--- src/rtl/core/nte_pkg.sv ---
// Neighbor table engine package: operation and status codes, size defaults,
// and the fixed-point smoothing helper. No dependencies.
`timescale 1ns / 1ps

package nte_pkg;

  localparam int unsigned EntriesDef = 32;
  localparam int unsigned IdBitsDef  = 64;

  localparam int unsigned KeyW   = 64;
  localparam int unsigned TimeW  = 32;
  localparam int unsigned RssiW  = 8;
  localparam int unsigned SlotW  = 5;
  localparam int unsigned CountW = 6;

  localparam logic [TimeW-1:0] TimeoutRst = 32'd300000;

  // x/5 for |x| < 1024 as (|x| * 205) >> 10
  localparam logic [18:0] Div5Recip = 19'd205;
  localparam int unsigned Div5Shift = 10;

  typedef enum logic [1:0] {
    OP_HEARD = 2'd0,
    OP_PRUNE = 2'd1,
    OP_COUNT = 2'd2,
    OP_GET   = 2'd3
  } op_e;

  typedef enum logic [1:0] {
    STAT_OK       = 2'd0,
    STAT_NEW      = 2'd1,
    STAT_FULL     = 2'd2,
    STAT_INACTIVE = 2'd3
  } status_e;

  // Signed divide by five, truncated toward zero; x lies in -640..635.
  function automatic logic [RssiW-1:0] div5_trunc(input logic signed [10:0] x);
    logic [10:0]      mag;
    logic [18:0]      prod;
    logic [RssiW-1:0] quo;
    mag  = x[10] ? 11'(-x) : 11'(x);
    prod = 19'(mag) * Div5Recip;
    quo  = prod[Div5Shift +: RssiW];
    return x[10] ? RssiW'(-quo) : quo;
  endfunction

endpackage

--- src/rtl/core/neighbor_table_engine.sv ---
// Heard and prune scan the store from the accepting edge up to the done strobe:
// one store read per slot through the single compare unit, then an update step.
// Get waits in S_GETW; count answers straight from idle. Elsewhere busy_o drops as
// done_o rises. Results appear for one cycle on done_o; the receiver cannot stall.
// Reset clears all valid bits and loads timeout_q with 300000 at once.
`timescale 1ns / 1ps

module neighbor_table_engine #(
  parameter int unsigned ENTRIES = nte_pkg::EntriesDef,
  parameter int unsigned ID_BITS = nte_pkg::IdBitsDef
) (
  input  logic                               clk_i,
  input  logic                               rst_ni,
  input  logic                               start_i,
  output logic                               busy_o,
  input  logic [1:0]                         op_i,
  input  logic [nte_pkg::KeyW-1:0]           node_id_i,
  input  logic signed [nte_pkg::RssiW-1:0]   rssi_i,
  input  logic [nte_pkg::TimeW-1:0]          now_ms_i,
  input  logic [nte_pkg::SlotW-1:0]          slot_index_i,
  input  logic                               cfg_valid_i,
  output logic                               cfg_ready_o,
  input  logic [nte_pkg::TimeW-1:0]          cfg_data_i,
  output logic                               done_o,
  output logic [1:0]                         status_o,
  output logic [nte_pkg::SlotW-1:0]          slot_used_o,
  output logic [nte_pkg::CountW-1:0]         active_count_o,
  output logic [nte_pkg::KeyW-1:0]           entry_id_o,
  output logic signed [nte_pkg::RssiW-1:0]   entry_rssi_o,
  output logic [nte_pkg::TimeW-1:0]          entry_last_heard_o
);

  localparam int unsigned IdxW = $clog2(ENTRIES);
  localparam int unsigned CntW = $clog2(ENTRIES + 1);

  typedef enum logic [3:0] {
    S_IDLE = 4'b0001,
    S_SCAN = 4'b0010,
    S_UPD  = 4'b0100,
    S_GETW = 4'b1000
  } state_e;

  state_e state_q, state_d;

  nte_pkg::op_e              op_q;
  logic [ID_BITS-1:0]        key_q;
  logic [nte_pkg::RssiW-1:0] rssi_q;
  logic [nte_pkg::TimeW-1:0] now_q;
  logic [nte_pkg::SlotW-1:0] slot_q;
  logic                      slot_ok_q;
  logic [nte_pkg::TimeW-1:0] timeout_q;

  logic [CntW-1:0]           idx_q, idx_d;
  logic                      pend_q, pend_d;
  logic [IdxW-1:0]           pend_idx_q, pend_idx_d;
  logic                      hit_q, hit_d;
  logic [IdxW-1:0]           hit_idx_q, hit_idx_d;
  logic [nte_pkg::RssiW-1:0] hit_str_q, hit_str_d;
  logic                      free_q, free_d;
  logic [IdxW-1:0]           free_idx_q, free_idx_d;
  logic [ENTRIES-1:0]        valid_q, valid_d;
  logic [CntW-1:0]           count_q, count_d;

  logic                       done_q, done_d;
  nte_pkg::status_e           status_q, status_d;
  logic [nte_pkg::SlotW-1:0]  slot_used_q, slot_used_d;
  logic [nte_pkg::CountW-1:0] cnt_out_q, cnt_out_d;
  logic [nte_pkg::KeyW-1:0]   id_q, id_d;
  logic [nte_pkg::RssiW-1:0]  str_q, str_d;
  logic [nte_pkg::TimeW-1:0]  last_q, last_d;

  logic                      mem_we;
  logic [IdxW-1:0]           mem_waddr;
  logic [nte_pkg::RssiW-1:0] mem_wstr;
  logic [IdxW-1:0]           mem_raddr;
  logic [ID_BITS-1:0]        rkey;
  logic [nte_pkg::RssiW-1:0] rstr;
  logic [nte_pkg::TimeW-1:0] rtime;

  logic                      accept;
  logic                      issue;
  logic                      match;
  logic [nte_pkg::TimeW-1:0] age;
  logic [nte_pkg::RssiW-1:0] new_str;
  logic signed [10:0]        smooth_sum;
  logic [IdxW-1:0]           slot_idx;

  assign accept      = start_i && (state_q == S_IDLE);
  assign busy_o      = (state_q != S_IDLE);
  assign cfg_ready_o = 1'b1;
  assign issue       = (idx_q < CntW'(ENTRIES));
  assign slot_idx    = IdxW'(slot_q);

  // Shared compare unit: key match while heard scans, age test while prune scans
  assign age   = now_q - rtime;
  assign match = (op_q == nte_pkg::OP_HEARD) ? (rkey == key_q) : (age > timeout_q);

  // (4*old + new) / 5, truncated toward zero
  assign smooth_sum = $signed({hit_str_q[7], hit_str_q, 2'b00})
                    + $signed({{3{rssi_q[7]}}, rssi_q});
  assign new_str    = nte_pkg::div5_trunc(smooth_sum);

  nte_store #(
    .ENTRIES (ENTRIES),
    .ID_BITS (ID_BITS)
  ) u_store (
    .clk_i   (clk_i),
    .we_i    (mem_we),
    .waddr_i (mem_waddr),
    .wkey_i  (key_q),
    .wstr_i  (mem_wstr),
    .wtime_i (now_q),
    .raddr_i (mem_raddr),
    .rkey_o  (rkey),
    .rstr_o  (rstr),
    .rtime_o (rtime)
  );

  always_comb begin
    state_d     = state_q;
    idx_d       = idx_q;
    pend_d      = 1'b0;
    pend_idx_d  = pend_idx_q;
    hit_d       = hit_q;
    hit_idx_d   = hit_idx_q;
    hit_str_d   = hit_str_q;
    free_d      = free_q;
    free_idx_d  = free_idx_q;
    valid_d     = valid_q;
    count_d     = count_q;
    done_d      = 1'b0;
    status_d    = status_q;
    slot_used_d = slot_used_q;
    cnt_out_d   = cnt_out_q;
    id_d        = id_q;
    str_d       = str_q;
    last_d      = last_q;
    mem_we      = 1'b0;
    mem_waddr   = hit_idx_q;
    mem_wstr    = rssi_q;
    mem_raddr   = idx_q[IdxW-1:0];

    case (state_q)
      S_IDLE: begin
        mem_raddr = IdxW'(slot_index_i);
        if (start_i) begin
          case (nte_pkg::op_e'(op_i))
            nte_pkg::OP_HEARD, nte_pkg::OP_PRUNE: begin
              state_d = S_SCAN;
              idx_d   = '0;
              hit_d   = 1'b0;
              free_d  = 1'b0;
            end
            nte_pkg::OP_GET: begin
              state_d = S_GETW;
            end
            nte_pkg::OP_COUNT: begin
              done_d      = 1'b1;
              status_d    = nte_pkg::STAT_OK;
              slot_used_d = '0;
              cnt_out_d   = nte_pkg::CountW'(count_q);
              id_d        = '0;
              str_d       = '0;
              last_d      = '0;
            end
            default: begin
              state_d = S_IDLE;
            end
          endcase
        end
      end

      S_SCAN: begin
        // read one slot per cycle, judge the slot read in the cycle before
        if (issue) begin
          idx_d      = idx_q + CntW'(1);
          pend_d     = 1'b1;
          pend_idx_d = idx_q[IdxW-1:0];
        end
        if (pend_q) begin
          if (op_q == nte_pkg::OP_HEARD) begin
            if (valid_q[pend_idx_q] && match && !hit_q) begin
              hit_d     = 1'b1;
              hit_idx_d = pend_idx_q;
              hit_str_d = rstr;
            end
            if (!valid_q[pend_idx_q] && !free_q) begin
              free_d     = 1'b1;
              free_idx_d = pend_idx_q;
            end
          end else if (valid_q[pend_idx_q] && match) begin
            valid_d[pend_idx_q] = 1'b0;
            count_d             = count_q - CntW'(1);
          end
        end
        if (!issue) begin
          state_d = S_UPD;
        end
      end

      S_UPD: begin
        state_d     = S_IDLE;
        done_d      = 1'b1;
        status_d    = nte_pkg::STAT_OK;
        slot_used_d = '0;
        cnt_out_d   = nte_pkg::CountW'(count_q);
        id_d        = '0;
        str_d       = '0;
        last_d      = '0;
        if (op_q == nte_pkg::OP_HEARD) begin
          if (hit_q) begin
            mem_we      = 1'b1;
            mem_waddr   = hit_idx_q;
            mem_wstr    = new_str;
            slot_used_d = nte_pkg::SlotW'(hit_idx_q);
            id_d        = nte_pkg::KeyW'(key_q);
            str_d       = new_str;
            last_d      = now_q;
          end else if (free_q) begin
            mem_we              = 1'b1;
            mem_waddr           = free_idx_q;
            mem_wstr            = rssi_q;
            valid_d[free_idx_q] = 1'b1;
            count_d             = count_q + CntW'(1);
            status_d            = nte_pkg::STAT_NEW;
            slot_used_d         = nte_pkg::SlotW'(free_idx_q);
            cnt_out_d           = nte_pkg::CountW'(count_q + CntW'(1));
            id_d                = nte_pkg::KeyW'(key_q);
            str_d               = rssi_q;
            last_d              = now_q;
          end else begin
            status_d = nte_pkg::STAT_FULL;
          end
        end
      end

      S_GETW: begin
        state_d     = S_IDLE;
        done_d      = 1'b1;
        slot_used_d = slot_q;
        cnt_out_d   = nte_pkg::CountW'(count_q);
        if (slot_ok_q && valid_q[slot_idx]) begin
          status_d = nte_pkg::STAT_OK;
          id_d     = nte_pkg::KeyW'(rkey);
          str_d    = rstr;
          last_d   = rtime;
        end else begin
          status_d = nte_pkg::STAT_INACTIVE;
          id_d     = '0;
          str_d    = '0;
          last_d   = '0;
        end
      end

      default: begin
        state_d = S_IDLE;
      end
    endcase
  end

  always_ff @(posedge clk_i or negedge rst_ni) begin
    if (!rst_ni) begin
      state_q   <= S_IDLE;
      idx_q     <= '0;
      pend_q    <= 1'b0;
      hit_q     <= 1'b0;
      free_q    <= 1'b0;
      valid_q   <= '0;
      count_q   <= '0;
      done_q    <= 1'b0;
      timeout_q <= nte_pkg::TimeoutRst;
    end else begin
      state_q <= state_d;
      idx_q   <= idx_d;
      pend_q  <= pend_d;
      hit_q   <= hit_d;
      free_q  <= free_d;
      valid_q <= valid_d;
      count_q <= count_d;
      done_q  <= done_d;
      if (cfg_valid_i && cfg_ready_o) begin
        timeout_q <= cfg_data_i;
      end
    end
  end

  // Payload: no reset
  always_ff @(posedge clk_i) begin
    if (accept) begin
      op_q      <= nte_pkg::op_e'(op_i);
      key_q     <= node_id_i[ID_BITS-1:0];
      rssi_q    <= rssi_i;
      now_q     <= now_ms_i;
      slot_q    <= slot_index_i;
      slot_ok_q <= (32'(slot_index_i) < 32'(ENTRIES));
    end
    pend_idx_q  <= pend_idx_d;
    hit_idx_q   <= hit_idx_d;
    hit_str_q   <= hit_str_d;
    free_idx_q  <= free_idx_d;
    status_q    <= status_d;
    slot_used_q <= slot_used_d;
    cnt_out_q   <= cnt_out_d;
    id_q        <= id_d;
    str_q       <= str_d;
    last_q      <= last_d;
  end

  assign done_o             = done_q;
  assign status_o           = status_q;
  assign slot_used_o        = slot_used_q;
  assign active_count_o     = cnt_out_q;
  assign entry_id_o         = id_q;
  assign entry_rssi_o       = str_q;
  assign entry_last_heard_o = last_q;

  a_count_tracks_valid: assert property (@(posedge clk_i) disable iff (!rst_ni)
    32'(count_q) == $countones(valid_q))
    else $error("active count out of step with valid bits");

  a_done_source: assert property (@(posedge clk_i) disable iff (!rst_ni)
    done_q |-> $past(state_q == S_UPD || state_q == S_GETW
                     || (state_q == S_IDLE && start_i && op_i == nte_pkg::OP_COUNT)))
    else $error("result strobe without a finishing step");

  a_hit_is_valid: assert property (@(posedge clk_i) disable iff (!rst_ni)
    (state_q == S_UPD && op_q == nte_pkg::OP_HEARD && hit_q) |-> valid_q[hit_idx_q])
    else $error("update targets an invalid slot");

  a_full_means_full: assert property (@(posedge clk_i) disable iff (!rst_ni)
    (done_q && status_q == nte_pkg::STAT_FULL) |-> (32'(count_q) == 32'(ENTRIES)))
    else $error("table full reported with a free slot");

  a_scan_ends_in_update: assert property (@(posedge clk_i) disable iff (!rst_ni)
    (state_q == S_SCAN && !issue) |=> (state_q == S_UPD))
    else $error("scan did not hand over to update");

endmodule

--- src/rtl/core/nte_store.sv ---
// Neighbor table entry store: key, strength and last-heard time per slot.
// One write port, one read port with registered read data. Uses nte_pkg.
`timescale 1ns / 1ps

module nte_store #(
  parameter int unsigned ENTRIES = nte_pkg::EntriesDef,
  parameter int unsigned ID_BITS = nte_pkg::IdBitsDef,
  localparam int unsigned IdxW   = $clog2(ENTRIES)
) (
  input  logic                            clk_i,
  input  logic                            we_i,
  input  logic [IdxW-1:0]                 waddr_i,
  input  logic [ID_BITS-1:0]              wkey_i,
  input  logic [nte_pkg::RssiW-1:0]       wstr_i,
  input  logic [nte_pkg::TimeW-1:0]       wtime_i,
  input  logic [IdxW-1:0]                 raddr_i,
  output logic [ID_BITS-1:0]              rkey_o,
  output logic [nte_pkg::RssiW-1:0]       rstr_o,
  output logic [nte_pkg::TimeW-1:0]       rtime_o
);

  logic [ID_BITS-1:0]        key_mem  [ENTRIES];
  logic [nte_pkg::RssiW-1:0] str_mem  [ENTRIES];
  logic [nte_pkg::TimeW-1:0] time_mem [ENTRIES];

  always_ff @(posedge clk_i) begin
    if (we_i) begin
      key_mem[waddr_i]  <= wkey_i;
      str_mem[waddr_i]  <= wstr_i;
      time_mem[waddr_i] <= wtime_i;
    end
  end

  always_ff @(posedge clk_i) begin
    rkey_o  <= key_mem[raddr_i];
    rstr_o  <= str_mem[raddr_i];
    rtime_o <= time_mem[raddr_i];
  end

endmodule
--- config.mk ---
export PLATFORM = sky130hd
export DESIGN_NAME = neighbor_table_engine
export DESIGN_NICKNAME = d
export VERILOG_FILES = /design/src/rtl/core/nte_pkg.sv /design/src/rtl/core/neighbor_table_engine.sv /design/src/rtl/core/nte_store.sv
export SDC_FILE = /design/constraint.sdc
export NUM_CORES = 2
export LEC_CHECK = 0
export ABC_CLOCK_PERIOD_IN_PS = 11330
export BUFFER_PORTS_ARGS = -buffer_cell sky130_fd_sc_hd__buf_2
export CAP_MARGIN = 20
export CORE_ASPECT_RATIO = 1.4
export CORE_UTILIZATION = 55
export CTS_CLUSTER_SIZE = 16
export DETAILED_ROUTE_END_ITERATION = 7
export MAX_ROUTING_LAYER = met4
export PLACE_DENSITY = 0.71
export SYNTH_ARGS = -nofsm -noshare
export SYNTH_HDL_FRONTEND = slang
export SYNTH_HIERARCHICAL = 1
export SYNTH_SLANG_ARGS = --single-unit
export TNS_END_PERCENT = 10
--- constraint.sdc ---
create_clock -name clk_i -period 11.33 [get_ports clk_i]
set_input_delay 0.5665 -clock clk_i [delete_from_list [all_inputs] [get_ports clk_i]]
set_output_delay 0.5665 -clock clk_i [all_outputs]
set_load 0.02 [all_outputs]
Word-level counts from Yosys, hierarchy flattened
Memory sizes are Yosys's and may differ from the RTL's. A register that Yosys moved wholly into a read port is not among the register bits.
Cells that the tools add are included.
{"block": "op_classes", "addsub": 7, "mul": 1, "n_lt_le_gt_ge": 7, "eq_ne": 24, "n_mux": 99, "bitwise_logic": 3, "reduce_logical": 26}
{"op": "$mux 32", "n": 12}
{"op": "$mux 64", "n": 6}
{"op": "$pmux 64 s3", "n": 1}
{"op": "$pmux 32 s3", "n": 1}
{"op": "$mux 8", "n": 10}
{"op": "$mux 6", "n": 11}
{"op": "$eq 64x64->1", "n": 1}
{"op": "$pmux 32 s2", "n": 1}
{"op": "$mux 5", "n": 10}
{"op": "$and 32x32->32", "n": 1}
{"op": "$gt 32x32->1", "n": 1}
{"op": "$not 32->32", "n": 1}
{"op": "$or 32x32->32", "n": 1}
{"op": "$sub 32x32->32", "n": 1}
{"op": "$ne 2x2->1 const B", "n": 12}
{"op": "$pmux 6 s2", "n": 2}
{"op": "$pmux 8 s3", "n": 1}
{"op": "$mux 1", "n": 23}
{"op": "$lt 5x6->1 const B", "n": 3}
{"op": "$mul 11x8->18 const B", "n": 1}
{"op": "$pmux 6 s3", "n": 1}
{"op": "$pmux 4 s2", "n": 2}
{"op": "$reduce_and 4->1", "n": 4}
{"op": "$pmux 5 s3", "n": 1}
{"op": "33 further kinds", "n": 59}
{"block": "totals", "ff_bits": 335, "ramBits": 3328, "output_inout_bits": 120, "memories": 3}
{"memory": "u_store.key_mem", "words": 32, "width": 64, "read_ports": 1, "rd_clocked_by_memory_dff": 1, "wr": 1, "line_no": "nte_store.sv:22", "rtl": "logic [ID_BITS-1:0] key_mem [ENTRIES];"}
{"memory": "u_store.time_mem", "words": 32, "width": 32, "read_ports": 1, "rd_clocked_by_memory_dff": 1, "wr": 1, "line_no": "nte_store.sv:24", "rtl": "logic [nte_pkg::TimeW-1:0] time_mem [ENTRIES];"}
{"memory": "u_store.str_mem", "words": 32, "width": 8, "read_ports": 1, "rd_clocked_by_memory_dff": 1, "wr": 1, "line_no": "nte_store.sv:23", "rtl": "logic [nte_pkg::RssiW-1:0] str_mem [ENTRIES];"}

Depth between registers and ports, before layout
{"block": "depth", "word_depth": 10, "ltp_mapped": 28}

Cells and area by module
Netlist, hierarchy kept.
{"module": "nte_store", "n_inst": 1, "cells_each": 6056, "area_each_um2": 128370.6}
{"module": "neighbor_table_engine", "n_inst": 1, "cells_each": 1596, "area_each_um2": 18682.9}

Least setup slack after synthesis
Ideal clock, no wire load.
{"block": "synth_timing", "path_type": "register to register", "start": "reg rssi_q[2] (netlist name)", "end": "mem u_store/str_mem[0][5] (netlist name) (data pin)", "setup_time_ns": 0.454, "arrival_time_ns": 7.613, "slack_ns": 3.263, "stages_incl_launch_ff": 24, "period_less_slack_ns": 8.067, "path_cell_list": "edfxtp_1 > ha_1 > fa_1 > xor2_1 > or4b_2 > nor2_1 > o21ai_0 > o21ai_0 > xnor2_1 > xor2_1 > fa_1 > fa_1 > inv_1 > fa_1 > inv_1 > ha_1 > a21oi_1 > o21ai_0 > or3_1 > o211ai_1 > nand2_1 > o31ai_1 > xor2_1 > o21ai_0"}
{"block": "synth_via", "elab_chain_cells": 9}
{"item": "start: declaration", "line_no": "neighbor_table_engine.sv:47", "rtl": "logic [nte_pkg::RssiW-1:0] rssi_q;"}
{"item": "start signal: assignment", "line_no": "neighbor_table_engine.sv:292", "rtl": "rssi_q <= rssi_i;"}
{"item": "$add 10x8->11 (*)", "line_no": "neighbor_table_engine.sv:100", "rtl": "+ $signed({{3{rssi_q[7]}}, rssi_q});"}
{"item": "$neg 11->11", "line_no": "nte_pkg.sv:41", "rtl": "mag = x[10] ? 11'(-x) : 11'(x);"}
{"item": "$mux 11", "line_no": "nte_pkg.sv:41"}
{"item": "$mul 11x8->18", "line_no": "nte_pkg.sv:42", "rtl": "prod = 19'(mag) * Div5Recip;"}
{"item": "$neg 8->8", "line_no": "nte_pkg.sv:44", "rtl": "return x[10] ? RssiW'(-quo) : quo;"}
{"item": "$mux 8 (*)", "line_no": "nte_pkg.sv:44"}
{"item": "$mux 8 (*)", "line_no": "neighbor_table_engine.sv:211", "rtl": "if (hit_q) begin"}
{"item": "$mux 8 (*)", "line_no": "neighbor_table_engine.sv:210", "rtl": "if (op_q == nte_pkg::OP_HEARD) begin"}
{"item": "$mux 8 (*)", "line_no": "neighbor_table_engine.sv:143", "rtl": "case (state_q)"}
{"item": "net mem_wstr (one bit)", "line_no": "neighbor_table_engine.sv:74", "rtl": "logic [nte_pkg::RssiW-1:0] mem_wstr;"}
{"item": "end: declaration", "line_no": "nte_store.sv:23"}
Mark *: on every way through the listed nets, which the timed path passes. The rest lies on a longest branch.

Final worst setup path
{"block": "layout_timing", "start": "reg rssi_q[2] (netlist name)", "end": "mem u_store/str_mem[11][3] (netlist name) (data pin)"}
The elaborated chain is that of the path after synthesis.

==> impl_metrics.yaml <==
die:
  die-area_um2: 269500
  dieHeight_um: 613.8
  start_util: 0.5529
  core_area_um2: 266000
  die_w_um: 439.0
  rows: 224
  num_io_pins: 267
power:
  p_leak_nw: 54.80
  ir_drop_mv: 1.040
  power_density_nw_per_um2: 277.1
synth:
  synth_nets: 7942
  synth_top_cell_area_share: 0.7308
  yosysWarnings: 6
  synth_seq_cells: 3767
  synthCells: 7652
  synth-edff-count: 3579
  ys_async_sr_fraction: 0.02230
  synthFlopType: "edfxtp_1"
  synth_cell_types: 89
  synth_area_leaders: "edfxtp_1, mux4_2, mux2i_1, a22oi_1, dfxtp_1"
  syn_area_per_cell_um2: 19.22
  synth-seq-area-share: 0.7594
  netlist_area_um2: 147100
  synth_area_leader_cell: "edfxtp_1"
run_status:
  status: "finished, final reports clean"
sta:
  tightest_slew_ns: 1.283
  finalSetupTns_ns: 0
  final.period_utilization: 0.7342
  finalSetupViolCount: 0
  finalHoldViolations: 0
  skew_ns: 0.05035
  finalCriticalPeriod_ns: 8.319
  drv_slew: 0
  rsz0062_at_grt: "no"
  timing.fmax_mhz: 120.2
  relSlewSlack: 0.1446
cts:
  postCtsHoldBufs: 144
  cts.clk_slew.worst_paths_ns: 0.07
  clk_latency_ns: 0.90
  postCtsSetupBuffers: 0
  cts-resized-gates: 0
  cts.sinks: 3767
  cts_made_buffers: 342
  cts.path.max_buffers: 4
  cts_tree: "yes"
  htree_levels: 5
  clockRootBuffer: "clkbuf_16"
layout:
  layout.cells.most_common_list: "edfxtp_1, mux2i_1, a22oi_1"
  finalNetCount: 8524
  finalInstanceArea_um2: 166600
  syn_to_final_growth_pct: 13.28
  layout_commonest_cell: "edfxtp_1"
  drive_gt1_frac: 0.1822
setup_path:
  cp_max_fo: 32
  start_kind: "flop"
  critPathRequiredTime_ns: 11.84
  endpoint_kind: "flop"
  rrSetupSlack_ns: 3.01
  r2r-end: "u_store/str_mem[11][3]$_DFFE_PP_"
  cpMaxStageDelayCell: "a21o_1"
  reg2regPathDepth: 22
  critPathMaxStageDelay_ns: 0.79
  crit_path_frequent_cell: "fa_1"
  timing.rr.start: "rssi_q[2]$_DFFE_PP_"
  path_cells: "ha_1 -> fa_1 -> xor2_1 -> nor4b_1 -> o21ai_0 -> o41ai_2 -> xnor2_1 -> xor2_1 -> fa_1 -> fa_1 -> inv_1 -> fa_1 -> inv_1 -> ha_1 -> a21oi_1 -> o21ai_0 -> or3_1 -> o211ai_1 -> a31oi_1 -> xor2_1 -> nor2_1 -> a21o_1"
  worstPathArrival_ns: 8.83
  crit_type: "reg2reg"
route:
  final_antenna_net_count: 0
  vias: 80840
  routed_wl_um: 422200
  drc_errors: 0
  drt_first_pass_iters: 6
  wl_per_cell_um: 35.11
  drtIter0Drc: 11250
  via_per_inst: 6.723
grt:
  grt_usage: 0.3209
  grt_pass1_vias: 79310
  grt_pass1_wl_um: 587800
  antenna_found_initial: 20
  grt_max_degree: 135
  grt_overflow: 0
run:
  maxCapViolations: 0
min_path:
  hold_path.class: "in2async"
place:
  place_area_um2: 153400
  gp_congestion: 0.8875
  place_hpwl_um: 217400
  port_buffers: 265
-- report_power, final --
part	switching, mW	internal (mW)	leakage, nW	total (mW)
clock	5.02	6.79	5.54	11.8
sequential	0.583	16.4	34.2	17.0
combinational	10.8	6.60	15.0	17.4
-- cells in the mapped netlist (16+ instances only) --
library cell	count
nor2b_1	37
fa_1	21
nor3_1	26
a31oi_1	71
nand4_1	71
and3_1	17
mux4_2	434
a21oi_1	91
clkbuf_1	181
dfrtp_1	75
buf_4	38
o21ai_0	71
a21o_1	33
a22o_1	155
buf_1	24
mux2i_1	837
xnor2_1	74
buf_6	16
nor2_1	110
nand3_1	232
inv_1	133
and2_1	20
nand2_1	124
a22oi_1	575
ha_1	122
buf_2	144
dfxtp_1	104
edfxtp_1	3579
xor2_1	54
-- final cells by class --
cell class | instances | area, um^2
tap | 3503 | 4383
timing repair buffer | 642 | 5244
multi-input combinational | 3347 | 33400
antenna | 13 | 32.53
clock buffer | 461 | 9618
fill | 17910 | 99390
clock inverter | 158 | 1734
sequential | 3767 | 111700
inverter | 134 | 503.0
-- per-layer routing --
metal | GRT usage | vias to the layer above | share of wire
li1 | - | 32480 | -
met1 | 0.4121 | 42220 | 0.36
met2 | 0.5156 | 5165 | 0.49
met3 | 0.04706 | 981 | 0.099
met4 | 0.1350 | 0 | 0.049
met5 | - | - | 0
-- cell families after synthesis --
group	Yosys count	share of synthesized area
other cells	1	0.00002550
compound gates	1096	0.05478
buf+inv	538	0.01675
flops	3767	0.7594
simple gates	705	0.02451
xor+xnor	128	0.007624
fa+ha+maj	143	0.01324
mux	1274	0.1237
-- stage by stage --
stage | cells | hold WS, ns | utilization | setup slack (ns) | total power, mW
floorplan | 7652 | 0.2709 | - | 3.263 | 29.25
detailed placement | 11230 | 0.4032 | 0.5766 | 2.674 | 34.23
finish | 12030 | 0.07939 | 0.6263 | 3.011 | 46.16
global route | 12020 | 0.09520 | 0.6263 | 2.454 | 48.00
global placement | 11230 | 0.3995 | 0.5763 | 2.763 | 34.00
CTS | 11990 | 0.03461 | 0.6247 | 2.625 | 45.99
-- critical path: cells and delay by family (launching register included) --
kind / cells / cell delay [ns]
compound gates: 7 / 2.64
xor+xnor: 4 / 1.04
fa+ha+maj: 6 / 2.71
buf+inv: 2 / 0.12
flops: 1 / 0.41
simple gates: 3 / 1.02
-- worst max-delay path by stage --
stage	start	endpoint	slack [ns]	depth (start not counted)
CTS	rssi_q[2]$_DFFE_PP_	u_store/str_mem[6][6]$_DFFE_PP_	2.63	25
global route	rssi_q[2]$_DFFE_PP_	u_store/str_mem[1][4]$_DFFE_PP_	2.45	25
global placement	rssi_q[2]$_DFFE_PP_	u_store/str_mem[16][6]$_DFFE_PP_	2.76	25
floorplan	rssi_q[2]$_DFFE_PP_	u_store/str_mem[0][5]$_DFFE_PP_	3.26	23
detailed placement	rssi_q[2]$_DFFE_PP_	u_store/str_mem[12][6]$_DFFE_PP_	2.67	25
finish	rssi_q[2]$_DFFE_PP_	u_store/str_mem[11][3]$_DFFE_PP_	3.01	22
-- flip-flops by register name, summed over array words and instances, names as in the netlist, 32 cells and up --
signal,cells
u_store/key_mem,2048
u_store/rtime_o,32
u_store/rkey_o,64
now_q,32
valid_q,32
u_store/time_mem,1024
u_store/str_mem,256
entry_last_heard_o,32
key_q,64
entry_id_o,64
timeout_q,32
Power figures use the tool's default switching activity.
